**config.mk**
```make
export PLATFORM = sky130hd
export DESIGN_NAME = app_layer_transaction_fsm
export DESIGN_NICKNAME = d
export VERILOG_FILES = /design/src/design/altf_pkg.sv /design/src/design/altf_in_reg.sv /design/src/design/altf_core.sv /design/src/design/altf_out_reg.sv /design/src/design/app_layer_transaction_fsm.sv
export SDC_FILE = /design/constraint.sdc
export NUM_CORES = 1
export LEC_CHECK = 0
export BUFFER_PORTS_ARGS = -buffer_cell sky130_fd_sc_hd__buf_2
export CAP_MARGIN = 0
export CORE_MARGIN = 1.5
export CORE_UTILIZATION = 55
export DETAILED_ROUTE_END_ITERATION = 10
export GPL_TIMING_DRIVEN = 0
export PLACE_DENSITY = 0.77
export SYNTH_ARGS = -nofsm -noshare
export SYNTH_HDL_FRONTEND = slang
export SYNTH_SLANG_ARGS = --single-unit
export TNS_END_PERCENT = 10
```
**constraint.sdc**
```tcl
create_clock -name clk -period 3.03 [get_ports clk]
set_input_delay 0.303 -clock clk [delete_from_list [all_inputs] [get_ports clk]]
set_output_delay 0.303 -clock clk [all_outputs]
set_load 0.05 [all_outputs]
```
**src/design/altf_pkg.sv**
```systemverilog
// Shared types, codes and constants for the application-layer transaction channel.
package altf_pkg;

  localparam int MAX_RETRIES = 255;
  localparam int RETRY_W     = 8;
  localparam int SEQ_W       = 4;

  // Channel states, encoded as reported on state_out
  typedef enum logic [2:0] {
    ST_IDLE       = 3'd0,
    ST_SEND       = 3'd1,
    ST_SEND_CONF  = 3'd2,
    ST_SEND_EXP   = 3'd3,
    ST_CANCELED   = 3'd4,
    ST_WAIT_CONF  = 3'd5,
    ST_WAIT_FIRST = 3'd6,
    ST_WAIT_FINAL = 3'd7
  } chan_state_t;

  // Event kinds
  typedef enum logic [2:0] {
    EV_SEND      = 3'd0,
    EV_CANCEL    = 3'd1,
    EV_SEND_OK   = 3'd2,
    EV_SEND_FAIL = 3'd3,
    EV_CONFIRM   = 3'd4,
    EV_RESPONSE  = 3'd5,
    EV_TIMEOUT   = 3'd6,
    EV_REQ_SEEN  = 3'd7
  } event_kind_t;

  // Function classes of a send
  localparam logic [2:0] FC_CONFIRM  = 3'd0;
  localparam logic [2:0] FC_RESPONSE = 3'd1;
  localparam logic [2:0] FC_UNSOL    = 3'd2;
  localparam logic [2:0] FC_DO_NOACK = 3'd3;

  typedef enum logic [2:0] {
    ACT_NONE    = 3'd0,
    ACT_TX      = 3'd1,
    ACT_RETX    = 3'd2,
    ACT_SUCCESS = 3'd3,
    ACT_FAIL    = 3'd4,
    ACT_PARTIAL = 3'd5,
    ACT_FINAL   = 3'd6
  } action_t;

  typedef enum logic [1:0] {
    TMR_NONE   = 2'd0,
    TMR_START  = 2'd1,
    TMR_CANCEL = 2'd2
  } timer_cmd_t;

  typedef enum logic [2:0] {
    ERR_NONE     = 3'd0,
    ERR_STATE    = 3'd1,
    ERR_ARG      = 3'd2,
    ERR_CONFIRM  = 3'd3,
    ERR_FIR      = 3'd4,
    ERR_SEQ      = 3'd5,
    ERR_RESPONSE = 3'd6,
    ERR_NOREQ    = 3'd7
  } err_code_t;

  // One event request as held in the input register
  typedef struct packed {
    logic [2:0]         kind;
    logic [2:0]         function_class;
    logic               first_flag;
    logic               final_flag;
    logic               confirm_flag;
    logic [RETRY_W-1:0] retry_count;
    logic [SEQ_W-1:0]   seq_in;
  } req_t;

  // One result as held in the output register
  typedef struct packed {
    action_t          action;
    timer_cmd_t       timer_cmd;
    logic [SEQ_W-1:0] seq_out;
    err_code_t        error_code;
    chan_state_t      state_out;
  } res_t;

endpackage

```
**src/design/altf_in_reg.sv**
```systemverilog
// Input register stage for event requests.
module altf_in_reg (
  input  logic          clk,
  input  logic          rst_n,
  input  logic          in_valid,
  output logic          in_stall,
  input  altf_pkg::req_t in_req,
  input  logic          advance,
  output logic          req_valid,
  output altf_pkg::req_t req
);
  import altf_pkg::*;

  logic valid_r;
  logic valid_nxt;
  req_t req_r;
  logic load;

  // Take a new request when empty or when the held one moves on
  assign load      = !valid_r || advance;
  assign in_stall  = !load;
  assign valid_nxt = load ? in_valid : valid_r;

  always_ff @(posedge clk) begin
    if (!rst_n) begin
      valid_r <= 1'b0;
    end else begin
      valid_r <= valid_nxt;
    end
  end

  always_ff @(posedge clk) begin
    if (load && in_valid) begin
      req_r <= in_req;
    end
  end

  assign req_valid = valid_r;
  assign req       = req_r;

endmodule

```
**src/design/altf_core.sv**
```systemverilog
// Channel state registers and the per-event next-state and result logic.
module altf_core (
  input  logic           clk,
  input  logic           rst_n,
  input  logic           fire,
  input  altf_pkg::req_t req,
  output altf_pkg::res_t res
);
  import altf_pkg::*;

  chan_state_t        state_r, state_nxt;
  logic [SEQ_W-1:0]   seq_r, seq_nxt;
  logic               seq_valid_r, seq_valid_nxt;
  logic [RETRY_W-1:0] retries_r, retries_nxt;

  err_code_t          err;
  action_t            action;
  timer_cmd_t         timer_cmd;
  logic               is_send_st;
  logic               is_wait_st;
  logic               retry_ok;
  logic               fir_expect;
  logic [15:0]        rc_ext;
  logic [RETRY_W-1:0] budget;
  logic [SEQ_W-1:0]   seq_inc;

  assign is_send_st = state_r inside {ST_SEND, ST_SEND_CONF, ST_SEND_EXP};
  assign is_wait_st = state_r inside {ST_WAIT_CONF, ST_WAIT_FIRST, ST_WAIT_FINAL};
  assign retry_ok   = (retries_r != '0);
  assign fir_expect = (state_r == ST_WAIT_FIRST);
  assign seq_inc    = seq_r + SEQ_W'(1);

  // Retry budget is the smaller of the request and the channel limit
  assign rc_ext = 16'(req.retry_count);
  assign budget = (rc_ext < 16'(MAX_RETRIES)) ? req.retry_count : RETRY_W'(MAX_RETRIES);

  // Legality check of the event against the current state
  always_comb begin
    err = ERR_NONE;
    case (req.kind)
      EV_SEND: begin
        if (state_r != ST_IDLE) begin
          err = ERR_STATE;
        end else if (req.function_class == FC_CONFIRM) begin
          err = ERR_ARG;
        end else if (req.function_class == FC_RESPONSE) begin
          if (req.first_flag && !seq_valid_r) err = ERR_NOREQ;
        end else if (req.function_class != FC_UNSOL) begin
          if (req.confirm_flag) err = ERR_ARG;
        end
      end
      EV_CANCEL: begin
        if (state_r inside {ST_IDLE, ST_WAIT_FIRST, ST_WAIT_FINAL}) err = ERR_STATE;
      end
      EV_SEND_OK, EV_SEND_FAIL: begin
        if (state_r == ST_IDLE || is_wait_st) err = ERR_STATE;
      end
      EV_CONFIRM: begin
        if (state_r != ST_WAIT_CONF || req.seq_in != seq_r) err = ERR_CONFIRM;
      end
      EV_RESPONSE: begin
        if (!(state_r inside {ST_WAIT_FIRST, ST_WAIT_FINAL})) begin
          err = ERR_RESPONSE;
        end else if (req.seq_in != seq_r) begin
          err = ERR_SEQ;
        end else if (req.first_flag != fir_expect) begin
          err = ERR_FIR;
        end
      end
      EV_TIMEOUT: begin
        if (!is_wait_st) err = ERR_STATE;
      end
      default: err = ERR_NONE;
    endcase
  end

  // Next state of the channel
  always_comb begin
    state_nxt     = state_r;
    seq_nxt       = seq_r;
    seq_valid_nxt = seq_valid_r;
    retries_nxt   = retries_r;
    if (err == ERR_NONE) begin
      case (req.kind)
        EV_SEND: begin
          retries_nxt = budget;
          if (!(req.function_class == FC_RESPONSE && req.first_flag)) begin
            seq_nxt       = seq_inc;
            seq_valid_nxt = 1'b1;
          end
          if (req.function_class == FC_RESPONSE || req.function_class == FC_UNSOL) begin
            state_nxt = req.confirm_flag ? ST_SEND_CONF : ST_SEND;
          end else if (req.function_class == FC_DO_NOACK) begin
            state_nxt = ST_SEND;
          end else begin
            state_nxt = ST_SEND_EXP;
          end
        end
        EV_CANCEL: begin
          state_nxt = (state_r == ST_WAIT_CONF) ? ST_IDLE : ST_CANCELED;
        end
        EV_SEND_OK: begin
          case (state_r)
            ST_SEND_CONF: state_nxt = ST_WAIT_CONF;
            ST_SEND_EXP:  state_nxt = ST_WAIT_FIRST;
            default:      state_nxt = ST_IDLE;
          endcase
        end
        EV_SEND_FAIL, EV_TIMEOUT: begin
          if (state_r == ST_CANCELED || !retry_ok) begin
            state_nxt = ST_IDLE;
          end else begin
            retries_nxt = retries_r - RETRY_W'(1);
            case (state_r)
              ST_WAIT_CONF:                 state_nxt = ST_SEND_CONF;
              ST_WAIT_FIRST, ST_WAIT_FINAL: state_nxt = ST_SEND_EXP;
              default:                      state_nxt = state_r;
            endcase
          end
        end
        EV_CONFIRM: state_nxt = ST_IDLE;
        EV_RESPONSE: begin
          if (req.final_flag) begin
            state_nxt = ST_IDLE;
          end else begin
            state_nxt     = ST_WAIT_FINAL;
            seq_nxt       = seq_inc;
            seq_valid_nxt = 1'b1;
          end
        end
        default: begin
          seq_nxt       = req.seq_in;
          seq_valid_nxt = 1'b1;
        end
      endcase
    end
  end

  // Action and timer command of the event
  always_comb begin
    action    = ACT_NONE;
    timer_cmd = TMR_NONE;
    if (err == ERR_NONE) begin
      case (req.kind)
        EV_SEND: action = ACT_TX;
        EV_CANCEL: begin
          if (state_r == ST_WAIT_CONF) begin
            action    = ACT_FAIL;
            timer_cmd = TMR_CANCEL;
          end
        end
        EV_SEND_OK: begin
          case (state_r)
            ST_SEND:                   action = ACT_SUCCESS;
            ST_CANCELED:               action = ACT_FAIL;
            ST_SEND_CONF, ST_SEND_EXP: timer_cmd = TMR_START;
            default:                   action = ACT_NONE;
          endcase
        end
        EV_SEND_FAIL, EV_TIMEOUT: begin
          action = (state_r != ST_CANCELED && retry_ok) ? ACT_RETX : ACT_FAIL;
        end
        EV_CONFIRM: begin
          action    = ACT_SUCCESS;
          timer_cmd = TMR_CANCEL;
        end
        EV_RESPONSE: begin
          action    = req.final_flag ? ACT_FINAL : ACT_PARTIAL;
          timer_cmd = req.final_flag ? TMR_CANCEL : TMR_START;
        end
        default: action = ACT_NONE;
      endcase
    end
  end

  // Channel state advances only when the result is registered
  always_ff @(posedge clk) begin
    if (!rst_n) begin
      state_r     <= ST_IDLE;
      seq_r       <= '0;
      seq_valid_r <= 1'b0;
      retries_r   <= '0;
    end else if (fire) begin
      state_r     <= state_nxt;
      seq_r       <= seq_nxt;
      seq_valid_r <= seq_valid_nxt;
      retries_r   <= retries_nxt;
    end
  end

  assign res.action     = action;
  assign res.timer_cmd  = timer_cmd;
  assign res.seq_out    = seq_nxt;
  assign res.error_code = err;
  assign res.state_out  = state_nxt;

endmodule

```
**src/design/altf_out_reg.sv**
```systemverilog
// Result register stage with downstream stall handling.
module altf_out_reg (
  input  logic           clk,
  input  logic           rst_n,
  input  logic           res_valid,
  input  altf_pkg::res_t res,
  output logic           advance,
  output logic           out_valid,
  input  logic           out_stall,
  output altf_pkg::res_t out_res
);
  import altf_pkg::*;

  logic valid_r;
  logic valid_nxt;
  res_t res_r;

  // Register is free when empty or when its result is being taken
  assign advance   = !valid_r || !out_stall;
  assign valid_nxt = advance ? res_valid : valid_r;

  always_ff @(posedge clk) begin
    if (!rst_n) begin
      valid_r <= 1'b0;
    end else begin
      valid_r <= valid_nxt;
    end
  end

  always_ff @(posedge clk) begin
    if (advance && res_valid) begin
      res_r <= res;
    end
  end

  assign out_valid = valid_r;
  assign out_res   = res_r;

endmodule

```
**src/design/app_layer_transaction_fsm.sv**
```systemverilog
// Top level of the application-layer transaction channel.
// Requests pass from the input register through the core into the result register.
// Throughput: one request per cycle unless out_stall holds a result; the channel state
// updates in the same cycle a result is registered, so back-to-back requests see it.
// Reset (rst_n low, synchronous): both stages empty, channel idle, sequence 0,
// no request seen, no retries left.
module app_layer_transaction_fsm (
  input  logic                            clk,
  input  logic                            rst_n,
  input  logic                            in_valid,
  output logic                            in_stall,
  input  logic [2:0]                      in_kind,
  input  logic [2:0]                      in_function_class,
  input  logic                            in_first_flag,
  input  logic                            in_final_flag,
  input  logic                            in_confirm_flag,
  input  logic [altf_pkg::RETRY_W-1:0]    in_retry_count,
  input  logic [altf_pkg::SEQ_W-1:0]      in_seq_in,
  output logic                            out_valid,
  input  logic                            out_stall,
  output logic [2:0]                      out_action,
  output logic [1:0]                      out_timer_cmd,
  output logic [altf_pkg::SEQ_W-1:0]      out_seq_out,
  output logic [2:0]                      out_error_code,
  output logic [2:0]                      out_state_out
);
  import altf_pkg::*;

  req_t in_req;
  req_t req;
  res_t res;
  res_t out_res;
  logic req_valid;
  logic advance;
  logic fire;

  // Pack the request fields
  assign in_req.kind           = in_kind;
  assign in_req.function_class = in_function_class;
  assign in_req.first_flag     = in_first_flag;
  assign in_req.final_flag     = in_final_flag;
  assign in_req.confirm_flag   = in_confirm_flag;
  assign in_req.retry_count    = in_retry_count;
  assign in_req.seq_in         = in_seq_in;

  assign fire = req_valid && advance;

  altf_in_reg u_in_reg (
    .clk       (clk),
    .rst_n     (rst_n),
    .in_valid  (in_valid),
    .in_stall  (in_stall),
    .in_req    (in_req),
    .advance   (advance),
    .req_valid (req_valid),
    .req       (req)
  );

  altf_core u_core (
    .clk   (clk),
    .rst_n (rst_n),
    .fire  (fire),
    .req   (req),
    .res   (res)
  );

  altf_out_reg u_out_reg (
    .clk       (clk),
    .rst_n     (rst_n),
    .res_valid (req_valid),
    .res       (res),
    .advance   (advance),
    .out_valid (out_valid),
    .out_stall (out_stall),
    .out_res   (out_res)
  );

  // Unpack the result fields
  assign out_action     = out_res.action;
  assign out_timer_cmd  = out_res.timer_cmd;
  assign out_seq_out    = out_res.seq_out;
  assign out_error_code = out_res.error_code;
  assign out_state_out  = out_res.state_out;

`ifndef SYNTH
  // A rejected event neither acts nor touches the timer
  a_err_quiet: assert property (@(posedge clk) disable iff (!rst_n)
    (out_valid && out_error_code != ERR_NONE) |->
      (out_action == ACT_NONE && out_timer_cmd == TMR_NONE))
    else $error("error result carries an action or timer command");

  // A transmit or retransmit always leaves the channel in a send state
  a_tx_state: assert property (@(posedge clk) disable iff (!rst_n)
    (out_valid && (out_action == ACT_TX || out_action == ACT_RETX)) |->
      (out_state_out == ST_SEND || out_state_out == ST_SEND_CONF ||
       out_state_out == ST_SEND_EXP))
    else $error("transmit result outside a send state");

  // Input only stalls while a request is held and the result side is blocked
  a_stall_cause: assert property (@(posedge clk) disable iff (!rst_n)
    in_stall |-> (req_valid && out_valid && out_stall))
    else $error("input stalled without a blocked result");

  // A partial response comes with a timer restart and leaves the channel waiting for the final
  a_resp_timer: assert property (@(posedge clk) disable iff (!rst_n)
    (out_valid && out_action == ACT_PARTIAL) |->
      (out_timer_cmd == TMR_START && out_state_out == ST_WAIT_FINAL))
    else $error("partial response without timer restart");
`endif

endmodule
```
**Yosys cells after proc, flatten, opt, wreduce, memory -nomap -nowiden**

Cells that the tools add are included.

- Output and inout bits: 17
- Register bits: 54

- Equal/unequal tests: 24
- Add/sub/neg operators: 2
- Multiplexer cells: 43
- Bitwise logic cells: 1
- Reduce and logical (&&, ||, !) cells: 34
- $lt $le $gt $ge: 1

Operator list:

| kind | number |
|---|---|
| case mux 3 bit (6 select lines) | 3 |
| two-way mux 3 bit | 15 |
| == test 3 bit (second input constant) | 7 |
| == test 3 x 2 -> 1 bit (second input constant) | 6 |
| case mux 3 bit (2 select lines) | 3 |
| two-way mux 8 bit | 2 |
| case mux 8 bit (2 select lines) | 1 |
| two-way mux 2 bit | 7 |
| zero test 3 bit | 4 |
| two-way mux 4 bit | 3 |
| case mux 4 bit (3 select lines) | 1 |
| == test 3 x 1 -> 1 bit (second input constant) | 3 |
| nonzero test 3 bit | 3 |
| less-than comparator 8 bit (second input constant) | 1 |
| case mux 2 bit (4 select lines) | 1 |
| nonzero test 8 bit | 1 |
| OR reduction 2 bit | 4 |
| subtractor 8 x 1 -> 8 bit (second input constant) | 1 |
| zero test 1 bit | 6 |
| logical OR 1 bit | 6 |
| two-way mux 1 bit | 6 |
| inequality test 2 bit (second input constant) | 3 |
| inequality test 3 bit (second input constant) | 2 |
| logical AND 1 bit | 5 |
| 10 further kinds | 11 |

**Logic depth before layout (Yosys ltp)**

Gate-level depths: netlist (run 1).

- Depth after elaboration: 9
- Depth in mapped cells: 10

**By module**

Synthesis (run 1) repeated with hierarchy kept, for this count alone.

- Cells, all modules: 300
- Area total of the unflattened synthesis: 2952.8 sq um

Modules (own cells, without submodules):

| module | area each (sq um) | seq. area each (sq um) | instances | cells an instance |
|---|---|---|---|---|
| altf_core | 1776.7 | 320.3 | 1 | 254 |
| altf_in_reg | 678.2 | 650.6 | 1 | 25 |
| altf_out_reg | 491.7 | 470.5 | 1 | 20 |
| app_layer_transaction_fsm | 6.3 | 0.0 | 1 | 1 |

**Least setup slack after synthesis (run 1)**

Ideal clock, no wire load.

- Kind: register to register
- From: register u_out_reg.valid_r, in the netlist u_out_reg.out_valid
- To: register u_core.retries_r[1]
- Required time: 2959 ps
- Cell stages (with the launch flop): 5
- Setup time: 71 ps
- Buffers on the path: 0
- Path slack: 523 ps
- Arrival time: 2437 ps
- Cells stage by stage: dfxtp_1 -> a21boi_1 -> nand3_1 -> or3_1 -> a21oi_1

- Word-level cells in the longest chain between the ends: 4

Ends and longest elaborated chain:

| element | RTL line | text |
|---|---|---|
| from (decl) | altf_out_reg.sv:14 | `logic valid_r;` |
| from (signal assigned) | altf_out_reg.sv:26 | `valid_r <= valid_nxt;` |
| zero test 1 bit | altf_out_reg.sv:19 | `assign advance = !valid_r \|\| !out_stall;` |
| logical OR 1 bit | altf_out_reg.sv:19 |  |
| logical AND 1 bit | app_layer_transaction_fsm.sv:46 | `assign fire = req_valid && advance;` |
| named net fire | app_layer_transaction_fsm.sv:35 | `logic fire;` |
| AND reduction 4 bit (no line) | -- |  |
| to (signal assigned) | altf_core.sv:187 | `retries_r <= retries_nxt;` |
| to (decl) | altf_core.sv:14 | `logic [RETRY_W-1:0] retries_r, retries_nxt;` |

The timed path passes the listed nets, and every way through them passes these cells.
A chain may end at the register's enable or synchronous reset.

==> results of run 1 <==
## power breakdown
| part | switching (W) | internal, W | total (W) |
|---|---|---|---|
| clock network | 0.000222 | 0.000161 | 0.000382 |
| logic | 0.000186 | 0.0000892 | 0.000275 |
| registers | 0.0000193 | 0.000822 | 0.000842 |
| total | 0.000427 | 0.00107 | 0.00150 |
## worst max-delay path, stage by stage (launching register included)
cell and delay, ns:
edfxtp_1 0.38, buf_2 0.19, nor4_1 0.47, o211ai_1 0.22, o311ai_2 0.16, nand3_1 0.40, nor2_4 0.39, mux2_2 0.40
## final timing paths
| kind | start | to | slack (ns) | cells past startpoint |
|---|---|---|---|---|
| min | in_final_flag | u_in_reg.req[13] | 0.17 | 1 |
| max | u_in_reg.req[19] | u_out_reg.out_res[0] | 0.19 | 7 |
| min reg2reg | u_core.retries_r[7] | u_core.retries_r[7] | 0.49 | 2 |
| max reg2reg | u_in_reg.req[19] | u_out_reg.out_res[0] | 0.19 | 7 |
## per-layer routing
layer | part of all wire, % | global-route usage, % | vias up | wire, microns
met5 | 0 | 0 | - | 0
met4 | 2.2 | 9.72 | 0 | 151
met3 | 9.1 | 5.95 | 21 | 611
met2 | 44 | 36.5 | 154 | 3000
met1 | 44 | 36.7 | 1179 | 2990
li1 | - | - | 1211 | -
## cell type report
cell class	instances	area, sq um	area share [%]
Sequential cell	54	1440	43.7
Multi-Input combinational cell	205	1330	40.4
Timing Repair Buffer	42	220	6.68
Buffer	17	88.8	2.69
Tap cell	70	87.6	2.66
Clock buffer	6	72.6	2.20
Inverter	12	45.0	1.37
Clock inverter	2	10.0	0.304
## flip-flops by register name, summed over array words and instances (netlist names)
signal / count
u_core.retries_r: 8
u_core.seq_r: 4
u_core.seq_valid_r: 1
u_core.state_r: 3
u_in_reg.req: 21
u_in_reg.req_valid: 1
u_out_reg.out_res: 15
u_out_reg.out_valid: 1
## cells in the final DEF, fill, tap and decap left out, drive strengths merged, types with 2 or more instances in the layout
master | synthesis | layout
o311ai | 8 | 8
o21ai | 18 | 18
edfxtp | 36 | 36
mux2 | 5 | 5
o31ai | 4 | 4
a221o | 2 | 2
o211ai | 3 | 3
nor2b | 4 | 4
a311oi | 2 | 2
nor4 | 5 | 5
inv | 12 | 12
a21boi | 2 | 2
nand3 | 6 | 6
nor3b | 2 | 2
a21o | 2 | 2
nor3 | 14 | 14
xor2 | 7 | 7
ha | 2 | 2
and2 | 3 | 3
nor4bb | 2 | 2
and3 | 3 | 3
clkbuf | 8 | 14
nor4b | 3 | 3
or3 | 4 | 4
nand4 | 2 | 2
nor2 | 20 | 20
nand4bb | 2 | 2
clkinv | 0 | 2
a31oi | 5 | 5
o21a | 2 | 2
a21oi | 30 | 30
nand2 | 17 | 17
buf | 9 | 51
a22oi | 5 | 5
o41ai | 3 | 3
a211oi | 4 | 4
nand2b | 2 | 2
dfxtp | 18 | 18
## cells by family (layout without fill, tap and decap cells)
logic type	Yosys count	in the layout	share of synthesized area (%)
flops	54	54	49.7
compound gates	95	95	21.7
buf+inv	29	79	4.62
mux	5	5	1.94
fa+ha+maj	3	3	1.21
xor+xnor	8	8	2.42
simple gates	94	94	18.5
## stage by stage
| stage | area, sq um | utilization (%) |
|---|---|---|
| detailed placement | 3210 | 62.9 |
| CTS | 3300 | 64.6 |
| global placement | 3190 | 62.5 |
| finish | 3300 | 64.6 |
| global route | 3300 | 64.6 |
| floorplan | 2900 | - |
## synth_stat cells (6+ instances only)
library cell,number
nor2_1,19
clkbuf_1,7
nand2_1,17
nand3_1,6
a21oi_1,30
edfxtp_1,36
buf_2,7
o21ai_1,6
inv_1,12
o311ai_1,6
o21ai_0,12
xor2_1,7
nor3_1,13
dfxtp_1,18
==> flow_summary.toml, run 1 <==
[run_status]
status = "completed"

[clocking]
clk_latency_ns = 0.31
clk_path_buf_depth = 2
hold_buffers = 0
cts_setup_buffers = 0
path_clk_slew_ns = 0.10
post_cts_resized = 0
htreeDepth = 2
cts_tree = "built"
cts_root_buf = "clkbuf_8"
numCtsBuffers = 5
cts_sinks = 54

[floorplanning]
core_region_area_sq_um = 5110
initial_core_util_pct = 56.8
io_pins = 42
die_w_microns = 75.6
die_area_sq_um = 5720
row_count = 26
fp.dieH_microns = 75.6

[yosys]
synth_cell_types = 60
synth-main-ff-cell = "edfxtp_1"
synth_area_sq_um = 2900
synth_area_per_cell_sq_um = 10.1
netlist_top_cells_area = "edfxtp_1, dfxtp_1, a21oi_1"
synth_edf_count = 36
synth_cells = 288
yosysSeqAreaShare_pct = 49.7
ys_ff_latch = 54
async_flop_share_pct = 0
synth_top_area_cell = "edfxtp_1"
yosysWarnings = 0
synth_top_area_share_pct = 37.3
synth.net_count = 315

[sta]
fmax_mhz = 352
whs_ns = 0.166
hold_viol = 0
final.setup.tns_ns = 0
slew_violations = 0
post-route-period-util_pct = 93.8
worst_pin_slew_ns = 0.929
period_minus_slack_ns = 2.84
fin_ws_ns = 0.189
setup_violations = 0
rsz0062_at_grt = "no"
fin_skew_ns = 0.0133
max_slew_margin_pct = 37.8

[global_route]
grt_overflow = 0
grt_use_total_pct = 25.2
grt_max_degree = 22
antenna_found_initial = 0
grt_pass1_wl_microns = 10800
first_global_vias = 2222

[setup_path]
worstPathArrival_ns = 2.91
start_kind = "flop"
worstPathRequired_ns = 3.10
path_class = "flop to flop"
endpoint_kind = "flop"
cp_max_fo = 10

[placement]
dp_cells = 400
dpl_worst_slack_ns = 0.242
gp_congestion = 0.954
port_buffers = 41
place_hpwl_microns = 4860

[final_layout]
nets = 364
drive_above_1_share_pct = 22.2
area_delta_synth_final_pct = 13.7
n_antenna_cell = 0
fin_cells = 408
nFillCells = 421

[routing]
drt-initial-drc-count = 262
drc = 0
totalWireLength_microns = 6750
dr.pass1.iters = 6
post_drt_wl_per_cell_microns = 16.5
vias = 2565
routed_via_density = 6.29
ant_nets = 0

[pwr]
p_leak_nw = 1.20
p_total_w = 0.00150
peakVddDrop_v = 0.000374
powerDensity_nw_per_um2 = 455

[job]
max-cap-violations = 0

[worst_hold_path]
hold_path_class = "input pin to flop"
(Power assumes the default switching activity.)
==> inputs of run 2 (changes only) <==
--- a/config.mk
+++ b/config.mk
@@ -5,6 +5,7 @@
 export SDC_FILE = /design/constraint.sdc
 export NUM_CORES = 1
 export LEC_CHECK = 0
+export ABC_AREA = 1
 export BUFFER_PORTS_ARGS = -buffer_cell sky130_fd_sc_hd__buf_2
 export CAP_MARGIN = 0
 export CORE_MARGIN = 1.5
==> run 2 against run 1 <==
Via count fell by 5.9%. Fmax up 29%. Worst setup slack gained 0.65 ns. Largest power group unchanged. Utilization is 1.6 points higher. Combinational power grew 3%. Worst hold slack worse by 0.0071 ns. Count of clock-buffer cells in the layout unchanged. Sequential share of layout area increased by 1.2 points. First-iteration DRC count is 11% lower. Critical path type unchanged. Clock skew shrank 0.0026 ns.
==> flow_summary.toml, run 2 <==
[run_status]
status = "completed"

[clocking]
post_cts_resized = 0
path_clk_slew_ns = 0.10
clk_path_buf_depth = 2
cts_root_buf = "clkbuf_8"
htreeDepth = 2
cts_setup_buffers = 0
clk_latency_ns = 0.31
cts_tree = "built"
cts_sinks = 54
numCtsBuffers = 5
hold_buffers = 0

[yosys]
netlist_top_cells_area = "edfxtp_1, nand2_1, dfxtp_1"
synth_cells = 357
synth_top_area_share_pct = 38.2
synth_common_cells = "nand2_1, nor2_1, inv_1"
yosysSeqAreaShare_pct = 50.9
yosysMostFrequentCell = "nand2_1"
synth_area_sq_um = 2830
synth_cell_types = 34
ys_ff_latch = 54
async_flop_share_pct = 0
synth.net_count = 384
synth_area_per_cell_sq_um = 7.93
synth-main-ff-cell = "edfxtp_1"
yosysWarnings = 0
synth_edf_count = 36
synth_top_area_cell = "edfxtp_1"

[floorplanning]
die_w_microns = 74.7
row_count = 25
die_area_sq_um = 5590
io_pins = 42
fp.dieH_microns = 74.7
initial_core_util_pct = 58.4
core_region_area_sq_um = 4850

[worst_hold_path]
hold_path_class = "input pin to flop"
hold_depth = 1
min-delay-start = "in_retry_count[5]"
hold_end = "u_in_reg.req[9]"

[placement]
gp_congestion = 0.943
port_buffers = 41
place_hpwl_microns = 4430

[routing]
vias = 2413
totalWireLength_microns = 5810
dr.pass1.iters = 5
drc = 0
ant_nets = 0
post_drt_wl_per_cell_microns = 12.3
drt-initial-drc-count = 234
routed_via_density = 5.10

[setup_path]
worstPathArrival_ns = 2.41
r2r_end = "u_core.retries_r[5]"
path_cells = "inv_1 > ha_1 > inv_1 > nor2_1 > nand2_1 > nor3_1 > nand2_1 > nand3_1 > nand2_1 > nand4_4 > buf_6 > nand2_1 > nand2_1 > nor2_1"
slowest_delay_ns = 0.33
cpMostUsedCell = "nand2_1"
cp.buffers_inverters = 3
cp_max_fo = 10
reg2reg_from = "u_core.retries_r[0]"
endpoint_kind = "flop"
r2r_setup_slack_ns = 0.84
path_class = "flop to flop"
worstPathRequired_ns = 3.24
start_kind = "flop"
critPathSlowestCell = "dfxtp_1"
r2r_cells = 14
path_delay_family = "simple AND/OR/NAND/NOR gates"

[global_route]
grt_overflow = 0
antenna_found_initial = 0
grt_use_total_pct = 23.0
grt_pass1_wl_microns = 9590
grt_max_degree = 22
first_global_vias = 2197

[pwr]
powerDensity_nw_per_um2 = 480
peakVddDrop_v = 0.000304
p_leak_nw = 1.53

[sta]
fin_skew_ns = 0.0107
post-route-period-util_pct = 72.4
slew_violations = 0
max_slew_margin_pct = 38.3
worst_pin_slew_ns = 0.925
hold_viol = 0
rsz0062_at_grt = "no"
final.setup.tns_ns = 0
period_minus_slack_ns = 2.19
setup_violations = 0
fmax_mhz = 456

[final_layout]
final_cell_mix = "nand2_1, nor2_1, inv_1"
nFillCells = 432
post-route-util_pct = 66.2
layout_commonest_cell = "nand2_1"
area_delta_synth_final_pct = 13.4
nets = 432
largest_reg_flops = 21
n_antenna_cell = 0
drive_above_1_share_pct = 18.5

[job]
max-cap-violations = 0
## run 2: how the worst max path moves through the flow
stage / from / endpoint / slack [ns] / cells after the start
2_1_floorplan: u_out_reg.out_valid / u_in_reg.req[0] / 0.73 / 5
3_3_place_gp: out_stall / u_core.retries_r[6] / 0.48 / 8
3_5_place_dp: u_core.retries_r[0] / u_core.retries_r[5] / 0.90 / 14
4_1_cts: u_core.retries_r[0] / u_core.retries_r[5] / 0.88 / 14
5_1_grt: u_core.retries_r[0] / u_out_reg.out_res[1] / 0.68 / 13
6_report: u_core.retries_r[0] / u_core.retries_r[5] / 0.84 / 14
## run 2: cell type report
class	instances	area, sq um	area share, %
multi-input combinational	244	1150	36.0
timing repair buffer	41	205	6.40
sequential	54	1440	44.9
tap	67	83.8	2.61
clock inverter	2	13.8	0.429
inverter	54	203	6.32
clock buffer	6	72.6	2.26
buffer	5	35.0	1.09
## run 2: worst reg2reg max path, stage by stage, from the launching register on
cell and delay [ns]:
dfxtp_1 0.33, inv_1 0.12, ha_1 0.19, inv_1 0.05
nor2_1 0.12, nand2_1 0.12, nor3_1 0.24, nand2_1 0.11
nand3_1 0.20, nand2_1 0.13, nand4_4 0.18, buf_6 0.16
nand2_1 0.06, nand2_1 0.05, nor2_1 0.04
## run 2: metrics by stage
step	hold WS [ns]	std cells	total power (W)	worst slack (ns)	instance area (sq um)
6_report	0.159	473	0.00154	0.835	3210
5_1_grt	0.142	473	0.00161	0.677	3210
4_1_cts	0.154	473	0.00155	0.881	3210
3_5_place_dp	0.481	465	0.00115	0.895	3120
3_3_place_gp	0.468	465	0.00114	0.482	3120
2_1_floorplan	0.402	357	0.00108	0.734	2830
## run 2: cells by family after synthesis
| family | synth area share, % |
|---|---|
| xor+xnor | 1.24 |
| simple gates | 28.3 |
| fa+ha+maj | 0.884 |
| flops | 50.9 |
| buf+inv | 8.40 |
| compound gates | 9.46 |
| mux | 0.796 |
## run 2: per-layer routing
layer / global-route usage [%] / vias to the layer above / share of wire [%]
met1: 29.2 / 1058 / 44
met2: 38.9 / 97 / 48
li1: - / 1242 / -
met3: 4.28 / 16 / 4.7
met5: 0 / - / 0
met4: 9.09 / 0 / 2.5
## run 2: report_power, final
part	internal (W)	switching, W	total, W	leakage (nW)
Sequential	0.000832	0.0000230	0.000855	0.496
Clock	0.000165	0.000236	0.000401	0.0456
Combinational	0.0000827	0.000200	0.000283	0.991
==> inputs of run 3 (changes only) <==
==> constraint.sdc (replaced) <==
create_clock -name clk -period 2.15 [get_ports clk]
set_input_delay 0.215 -clock clk [delete_from_list [all_inputs] [get_ports clk]]
set_output_delay 0.215 -clock clk [all_outputs]
set_load 0.05 [all_outputs]
==> run 3 against run 2 <==
Register-to-register slack got worse by 0.69 ns. Worst setup slack got worse by 0.69 ns. Count of clock-buffer cells in the layout unchanged. Global-route usage decreased by 0.89 points. Critical path depth decreased by 2. Via count decreased by 1.7%. Power increased by 48%.
==> flow_summary.toml, run 3 (synthesis gave the netlist of run 2 again) <==
[setup_path]
cpMostUsedCell = "nand2_1"
cp.buffers_inverters = 2
r2r_cells = 12
path_class = "flop to flop"
endpoint_kind = "flop"
worstPathRequired_ns = 2.20
slowest_delay_ns = 0.39
worstPathArrival_ns = 2.06
path_delay_family = "simple AND/OR/NAND/NOR gates"
path_cells = "inv_1 > nand2_1 > nand2_1 > nor2_1 > nand2_1 > o21ai_1 > nand2_1 > nor2_4 > nand2_4 > buf_2 > nand2_1 > o21ai_1"
cp_max_fo = 10
r2r_setup_slack_ns = 0.15
critPathSlowestCell = "dfxtp_2"
start_kind = "flop"
reg2reg_from = "u_core.seq_r[1]"
r2r_end = "u_out_reg.out_res[2]"

[global_route]
grt_use_total_pct = 22.1
grt_busiest_layer = "met2"
grt_max_degree = 22
grt_use_met1_pct = 27.4
grt_overflow = 0
use_met3_pct = 3.61
antenna_found_initial = 0
first_global_vias = 2131
met2_usage_pct = 37.7
grt_pass1_wl_microns = 9230

[worst_hold_path]
hold_path_class = "input pin to flop"
min-delay-start = "in_confirm_flag"
hold_depth = 1
hold_end = "u_in_reg.req[12]"

[pwr]
p_leak_nw = 1.55
powerDensity_nw_per_um2 = 699
peakVddDrop_v = 0.000431

[sta]
fmax_mhz = 499
rsz0062_at_grt = "yes"
whs_ns = 0.0731
hold_viol = 0
fin_skew_ns = 0.0101
setup_violations = 0
worst_pin_slew_ns = 0.783
post-route-period-util_pct = 93.2
period_minus_slack_ns = 2.00
max_slew_margin_pct = 47.7
final.setup.tns_ns = 0
slew_violations = 0

[clocking]
cts_tree = "built"
cts_root_buf = "clkbuf_8"
htreeDepth = 2
hold_buffers = 0
clk_path_buf_depth = 2
numCtsBuffers = 5
cts_sinks = 54
clk_latency_ns = 0.31
path_clk_slew_ns = 0.10
cts_setup_buffers = 0

[routing]
routed_via_density = 5.01
post_drt_wl_per_cell_microns = 11.9
drc = 0
ant_nets = 0
totalWireLength_microns = 5630
vias = 2372
drt-initial-drc-count = 140
dr.pass1.iters = 5

[final_layout]
largest_reg_flops = 21
final_cell_mix = "nand2_1, nor2_1, inv_1"
n_antenna_cell = 0
area_delta_synth_final_pct = 15.0
nets = 432
layout_commonest_cell = "nand2_1"
drive_above_1_share_pct = 20.4

[run_status]
status = "completed"

[placement]
gp_congestion = 1.02
port_buffers = 41
place_hpwl_microns = 4250

[job]
max-cap-violations = 0

[floorplanning]
fp.dieH_microns = 74.7
core_region_area_sq_um = 4850
initial_core_util_pct = 58.4
die_w_microns = 74.7
io_pins = 42
row_count = 25
die_area_sq_um = 5590
-- run 3: where the power goes --
group	total, W	switching [W]	internal (W)
registers	0.00120	0.0000310	0.00117
logic	0.000400	0.000282	0.000118
clock network	0.000670	0.000322	0.000349
-- run 3: how the worst max path moves through the flow --
stage / startpoint / endpoint / cells after the start
6_report: u_core.seq_r[1] / u_out_reg.out_res[2] / 12
5_1_grt: u_core.retries_r[0] / u_core.retries_r[5] / 14
4_1_cts: u_in_reg.req[18] / u_core.retries_r[6] / 11
3_5_place_dp: u_core.retries_r[0] / u_core.retries_r[4] / 14
3_3_place_gp: out_stall / u_core.retries_r[6] / 8
2_1_floorplan: u_out_reg.out_valid / u_core.retries_r[6] / 7
-- run 3: timing repair --
action,4_1_cts,5_1_grt
pin swaps,0,1
endpoints found under the setup margin,1,21
gates resized for setup,1,8
hold endpoints to repair,0,0
-- run 3: stage by stage --
step,cells,worst slack (ns),utilization [%],area (sq um),total power (W)
final,473,0.146,67.1,3260,0.00227
after global routing,473,-0.0205,67.1,3260,0.00237
after CTS,473,0.0536,66.8,3240,0.00229
after detailed placement,465,0.0233,64.4,3120,0.00162
after global placement,465,-0.321,64.4,3120,0.00162
after floorplan,357,-0.0891,-,2830,0.00152
-- run 3: area by class of cell --
| type | instances | area [sq um] |
|---|---|---|
| Buffer | 5 | 35.0 |
| Clock buffer | 6 | 72.6 |
| Clock inverter | 2 | 36.3 |
| Fill cell | 412 | 1590 |
| Inverter | 54 | 203 |
| Multi-Input combinational cell | 244 | 1170 |
| Sequential cell | 54 | 1450 |
| Tap cell | 67 | 83.8 |
| Timing Repair Buffer | 41 | 205 |
-- run 3: worst register-to-register path: stages (launching register included) --
cell	delay, ns
dfxtp_2	0.39
inv_1	0.08
nand2_1	0.06
nand2_1	0.04
nor2_1	0.18
nand2_1	0.13
o21ai_1	0.13
nand2_1	0.11
nor2_4	0.18
nand2_4	0.12
buf_2	0.20
nand2_1	0.07
o21ai_1	0.06
-- run 3: routing by layer --
metal  part of all wire (%)  up-vias
li1                       -     1243
met3                    5.6       16
met1                     45     1021
met4                    3.0        0
met2                     46       92
met5                      0        -
